## config.mk

```make
export PLATFORM = sky130hd
export DESIGN_NAME = fbld_ctrl
export DESIGN_NICKNAME = d
export VERILOG_FILES = /design/src/rtl/fbld_pkg.sv /design/src/rtl/fbld_ctrl.sv
export SDC_FILE = /design/constraint.sdc
export NUM_CORES = 1
export LEC_CHECK = 0
export BUFFER_PORTS_ARGS = -buffer_cell sky130_fd_sc_hd__buf_2
export CAP_MARGIN = 25
export CORE_AREA = 2 2 39 41
export DETAILED_ROUTE_END_ITERATION = 10
export DIE_AREA = 0 0 41 43
export PLACE_DENSITY = 0.44
export SETUP_SLACK_MARGIN = 0.1
export SLEW_MARGIN = 20
export SYNTH_ARGS = -nofsm -noshare
export SYNTH_HDL_FRONTEND = slang
export SYNTH_SLANG_ARGS = --single-unit
```

## constraint.sdc

```tcl
create_clock -name clock -period 1.5 [get_ports clock]
set_input_delay 0.3 -clock clock [delete_from_list [all_inputs] [get_ports clock]]
set_output_delay 0.3 -clock clock [all_outputs]
set_load 0.01 [all_outputs]
```

## src/rtl/fbld_pkg.sv

```systemverilog
package fbld_pkg;

   // store geometry
   localparam int COLUMNS = 128;
   localparam int PAGES   = 8;
   localparam int ROWS    = PAGES * 8;
   localparam int DEPTH   = PAGES * COLUMNS;
   localparam int ADDR_W  = $clog2(DEPTH);

   localparam logic [8:0] COL_LIM  = 9'(COLUMNS);
   localparam logic [7:0] PAGE_LIM = 8'(PAGES);
   localparam logic [8:0] ROW_LIM  = 9'(ROWS);

   // action codes of the request channel
   typedef enum logic [2:0] {
      ACT_DRAW_LINE = 3'd0,
      ACT_SET_PIXEL = 3'd1,
      ACT_SET_BYTE  = 3'd2,
      ACT_CLEAR     = 3'd3,
      ACT_READ      = 3'd4
   } action_type;

   // controller states
   typedef enum logic [2:0] {
      ST_CLEAR,
      ST_IDLE,
      ST_PLOT_RD,
      ST_PLOT_WR,
      ST_READ
   } state_type;

   // controller to datapath commands
   typedef struct packed {
      logic load_line;
      logic load_pixel;
      logic set_byte;
      logic read_issue;
      logic clear_start;
      logic clear_step;
      logic plot_read;
      logic plot_write;
      logic load_rsp;
   } dp_cmd_type;

   // datapath to controller status
   typedef struct packed {
      logic line_last;
      logic clear_last;
      logic rsp_free;
   } dp_status_type;

   // byte address of a page and column
   function automatic logic [ADDR_W-1:0] store_addr(input logic [7:0] page,
                                                    input logic [7:0] col);
      logic [15:0] a;
      a = 16'(page) * 16'(COLUMNS) + 16'(col);
      return a[ADDR_W-1:0];
   endfunction

endpackage

```

## src/rtl/fbld_ctrl.sv

```systemverilog
module fbld_ctrl (
   input  logic                    clock,
   input  logic                    reset,
   input  logic                    req_valid,
   input  logic [2:0]              req_action,
   output logic                    req_ready,
   output fbld_pkg::dp_cmd_type    cmd,
   input  fbld_pkg::dp_status_type status
);
   import fbld_pkg::*;

   state_type state_ff, state_in;
   logic      accept;

   assign req_ready = (state_ff == ST_IDLE);
   assign accept    = req_valid && req_ready;

   // state register
   always_ff @(posedge clock) begin
      if (reset) begin
         state_ff <= ST_CLEAR;
      end else begin
         state_ff <= state_in;
      end
   end

   // next state
   always_comb begin
      state_in = state_ff;
      case (state_ff)
         ST_IDLE: begin
            if (accept) begin
               case (action_type'(req_action))
                  ACT_DRAW_LINE: state_in = ST_PLOT_RD;
                  ACT_SET_PIXEL: state_in = ST_PLOT_RD;
                  ACT_CLEAR:     state_in = ST_CLEAR;
                  ACT_READ:      state_in = ST_READ;
                  default:       state_in = ST_IDLE;
               endcase
            end
         end
         ST_CLEAR: begin
            if (status.clear_last) state_in = ST_IDLE;
         end
         ST_PLOT_RD: state_in = ST_PLOT_WR;
         ST_PLOT_WR: begin
            state_in = status.line_last ? ST_IDLE : ST_PLOT_RD;
         end
         ST_READ: begin
            if (status.rsp_free) state_in = ST_IDLE;
         end
         default: state_in = ST_IDLE;
      endcase
   end

   // datapath commands
   always_comb begin
      cmd = '0;
      case (state_ff)
         ST_IDLE: begin
            if (accept) begin
               case (action_type'(req_action))
                  ACT_DRAW_LINE: cmd.load_line   = 1'b1;
                  ACT_SET_PIXEL: cmd.load_pixel  = 1'b1;
                  ACT_SET_BYTE:  cmd.set_byte    = 1'b1;
                  ACT_CLEAR:     cmd.clear_start = 1'b1;
                  ACT_READ:      cmd.read_issue  = 1'b1;
                  default:       cmd = '0;
               endcase
            end
         end
         ST_CLEAR:   cmd.clear_step = 1'b1;
         ST_PLOT_RD: cmd.plot_read  = 1'b1;
         ST_PLOT_WR: cmd.plot_write = 1'b1;
         ST_READ:    cmd.load_rsp   = status.rsp_free;
         default:    cmd = '0;
      endcase
   end

   // a pixel write always follows the read of its byte
   assert property (@(posedge clock) disable iff (reset)
      cmd.plot_write |-> $past(cmd.plot_read))
      else $error("pixel write without preceding read");

   // a result is never loaded over one still waiting
   assert property (@(posedge clock) disable iff (reset)
      cmd.load_rsp |-> status.rsp_free)
      else $error("result register overwritten");

   // the clearing sweep stops at the last entry
   assert property (@(posedge clock) disable iff (reset)
      (state_ff == ST_CLEAR && status.clear_last) |=> (state_ff == ST_IDLE))
      else $error("clearing sweep overran");

endmodule
```

Yosys cells after proc, flatten, opt, wreduce, memory -nomap -nowiden --
Index checks and enable logic that the tools add are counted.
Operators by class: equality and inequality tests 11, multiplexer cells 17, reductions and logical operators 5
Operators by type and width (number):
- 3-bit case mux with 5 select lines | 1
- 3-bit by 2-bit == test with 1-bit output, second input constant | 4
- 3-bit 2-to-1 mux | 3
- 9-bit 2-to-1 mux | 1
- 3-bit case mux with 3 select lines | 1
- 1-bit case mux with 2 select lines | 4
- 3-bit by 1-bit == test with 1-bit output, second input constant | 2
- 3-bit == test, second input constant | 2
- 3-bit zero test | 2
- 1-bit 2-to-1 mux | 5
- 5-bit 2-to-1 mux | 1
- 2-bit inequality test, second input constant | 2
- 3-bit AND reduction | 1
- 2-bit 2-to-1 mux | 1
- 2-bit by 1-bit inequality test with 1-bit output, second input constant | 1
- 2-bit OR reduction | 1
- 1-bit logical AND | 1
Storage, ports and cells: flip-flop bits (word level) 3, input bits 9, output and inout port bits 10, logic and storage cells 34

Depth between registers and ports, before layout --
depth in word-level cells 5, gate-level depth with buffers 4, gate-level depth less buffers 3

Worst setup path before layout --
Ideal clock, no wire load.
kind reg2out, start register state_ff[2], end output port cmd[7] (netlist bit), arrival time 1.064 ns, data required time 1.200 ns, setup slack 0.136 ns, cell stages (with the launch flop) 4, buffers on the path 0, cell sequence dfxtp_1 > and4bb_2 > nand2b_1 > nor3b_1
RTL lines:
- from (decl) | RTL line fbld_ctrl.sv:12 | state_type state_ff, state_in;
- from (signal assigned) | RTL line fbld_ctrl.sv:23 | state_ff <= state_in;
- to (decl) | RTL line fbld_ctrl.sv:7 | output fbld_pkg::dp_cmd_type cmd,

==> flow_metrics.env <==
export IMPL_grt_max_degree=12
export IMPL_muxShareOfSynthArea_pct=7.49
export IMPL_whs_ns=0.259
export IMPL_synth_xor_area_share_pct=0
export IMPL_synth_fa_ha_area_share_pct=0
export IMPL_drcViolationCount=0
export IMPL_worst_slack_ns=-0.0422
export IMPL_vias=325
export IMPL_yosysSeqAreaShare_pct=21.1
export IMPL_io_pins=19
export IMPL_start_util_pct=20.5
export IMPL_cts_buffer_depth=2
export IMPL_synth_most_common_cell="nor3b_1"
export IMPL_ant_nets=0
export IMPL_ys_types=23
export IMPL_drive_above_1_share_pct=64.9
export IMPL_cts_buffers=3
export IMPL_worstHoldStart="reset"
export IMPL_die_area_um2=1760
export IMPL_synth_compound_area_share_pct=15.4
export IMPL_port_buffers=18
export IMPL_finalSetupViolCount=4
export IMPL_yosys_warnings=0
export IMPL_overflow=0
export IMPL_ys_ff_latch=3
export IMPL_critPathArrivalTime_ns=1.24
export IMPL_critPathRequiredTime_ns=1.20
export IMPL_yosys_top_cells_area="dfxtp_1 (21%), nor3b_1 (11%), and4bb_2 (8.8%)"
export IMPL_status="finished, violations left"
export IMPL_crit_chain="and4bb_2 > buf_4 > nand3_2 > inv_1 > buf_2"
export IMPL_slew_limit_headroom_pct=75.1
export IMPL_avgSynthCellArea_um2=8.61
export IMPL_cp_start_kind="flip-flop"
export IMPL_area_growth_pct=67.8
export IMPL_drt_wirelength_per_cell_um=10.3
export IMPL_placed_cell_area_um2=400
export IMPL_clk_latency_ns=0.23
export IMPL_min_path_type="primary input to flip-flop"
export IMPL_synth_simple_area_share_pct=47.6
export IMPL_drt_iter0_drc=4
export IMPL_critPathSlowestCell="and4bb_2"
export IMPL_n_antenna_cell=0
export IMPL_syn_inst=33
export IMPL_use_met1_pct=13.2
export IMPL_period_share_pct=103
export IMPL_end_kind="output port"
export IMPL_track_usage_pct=10.3
export IMPL_clkSlewWorstSetupHoldPaths_ns=0.04
export IMPL_grt_busiest_layer="met2"
export IMPL_leakagePower_uw=0.000245
export IMPL_powerDensity_nw_per_um2=640
export IMPL_die_w_um=41
export IMPL_nets=67
export IMPL_final_area_um2=477
export IMPL_crit_fanout=3
export IMPL_synth_edf_count=0
export IMPL_min_to="state_ff[1]"
export IMPL_syn_num_nets=42
export IMPL_synth_top_area_cell="dfxtp_1"
export IMPL_fp_dieH_um=43
export IMPL_rr_worst_depth=3
export IMPL_core_area_um2=1380
export IMPL_r2r_start="state_ff[1]"
export IMPL_peakVddDrop_v=0.000323
export IMPL_fmax_mhz=648
export IMPL_worstHoldPathCells=2
export IMPL_min_period_ns=1.54
export IMPL_worst_slew_pin_slew_ns=0.369
export IMPL_routabilityCongestion=0.717
export IMPL_synth_top_area_share_pct=21.1
export IMPL_violations="setup timing"
export IMPL_largest_reg_flops=3
export IMPL_rr_endpoint="state_ff[0]"
export IMPL_r2r_slack_ns=0.23
export IMPL_synth_flop_cell="dfxtp_1"
export IMPL_grt_pass1_wl_um=1230
export IMPL_routed_wl_um=752
export IMPL_antenna_found_initial=0
export IMPL_max_stage_delay_ns=0.34
export IMPL_htreeDepth=1
export IMPL_root_buffer="clkbuf_4"
export IMPL_grtUsageMet2_pct=14.7
export IMPL_finClkSkew_ns=0.000680
export IMPL_synth_top_family_by_area="simple AND/OR/NAND/NOR gates"
export IMPL_slew_violations=0
export IMPL_synthTopCellsByCount="nor3b_1 (4), dfxtp_1 (3)"
export IMPL_reg_largest_list="state_ff (3)"
export IMPL_hpwl_um=575
export IMPL_grt_pass1_vias=308
export IMPL_num_rows=14
export IMPL_syn_area_um2=284
export IMPL_max_cap_violations=0
export IMPL_hold_viol=0
export IMPL_grt_met3_usage_pct=3.14
export IMPL_timing_worst_setup_path_type="flip-flop to output port"
export IMPL_drtPass1Iterations=2
export IMPL_cts_sinks=3
export IMPL_top_register="state_ff"
export IMPL_rsz0062_at_grt="yes"
export IMPL_synthArstFlopShare_pct=0
export IMPL_vias_per_cell=4.45
export IMPL_cts_tree="done"
-- critical path, delay by kind of cell, from the launching register on --
kind	cells	cell delay (ns)
flip-flops	1	0.30
AND/OR/NAND/NOR	2	0.41
buffers and inverters	3	0.30
-- placed cells by master, fill, tap and decap left out, types with 2 or more instances in the layout --
cell type / instances
and4bb_2: 2
clkbuf_4: 3
nor3b_2: 3
a21oi_1: 2
dfxtp_1: 3
inv_1: 2
buf_2: 18
buf_4: 3
nor2_1: 2
-- repair_timing --
action | 4_1_cts | 5_1_grt
pin swaps | 3 | 0
endpoints found under the setup margin | 6 | 9
hold buffers | 0 | 0
setup buffers | 1 | 0
resized for setup | 2 | 6
endpoints found under the hold margin | 0 | 0
-- kinds of logic after synthesis --
group | count (synthesis)
muxes | 2
buffers and inverters | 4
AOI/OAI and AO/OA | 6
and+or+nand+nor | 18
DFF | 3
-- per-stage QoR --
step,cells,worst slack (ns),TNS [ns],util (%),total power [µW]
2_1_floorplan,33,0.136,0,-,127
3_3_place_gp,68,0.131,0,28.9,157
3_5_place_dp,68,0.120,0,28.9,156
4_1_cts,73,-0.0724,-0.180,32.1,306
5_1_grt,73,-0.0953,-0.370,34.4,334
6_report,73,-0.0422,-0.107,34.4,305
-- layer usage --
layer / share of wire [%] / vias to the layer above / wire length, µm
met2: 49 / 10 / 372
met3: 6.9 / 0 / 52
met5: 0 / - / 0
li1: - / 174 / -
met4: 0 / 0 / 0
met1: 43 / 141 / 326
-- report_power, final --
group | leakage [µW] | switching, µW | internal [µW] | total, µW
Clock | 0.0000150 | 38.5 | 99.5 | 138
Combinational | 0.000205 | 39.9 | 42.0 | 81.9
Sequential | 0.0000245 | 1.81 | 83.7 | 85.5
-- final cells by class --
cell class	count	area [µm²]
Clock buffer	4	26.3
Fill cell	158	907
Inverter	2	7.51
Multi-Input combinational cell	26	239
Sequential cell	3	60.1
Tap cell	16	20.0
Timing Repair Buffer	22	124
-- worst max-delay path by stage --
stage	startpoint	endpoint	slack, ns	cells after the start
floorplan	state_ff[2]	cmd[7]	0.14	3
global placement	req_valid	cmd[7]	0.13	5
detailed placement	req_valid	cmd[7]	0.12	5
CTS	state_ff[2]	cmd[6]	-0.07	4
global route	state_ff[1]	cmd[5]	-0.1	5
finish	state_ff[1]	cmd[5]	-0.04	5
Note: power is estimated with default switching activity, not from simulation.
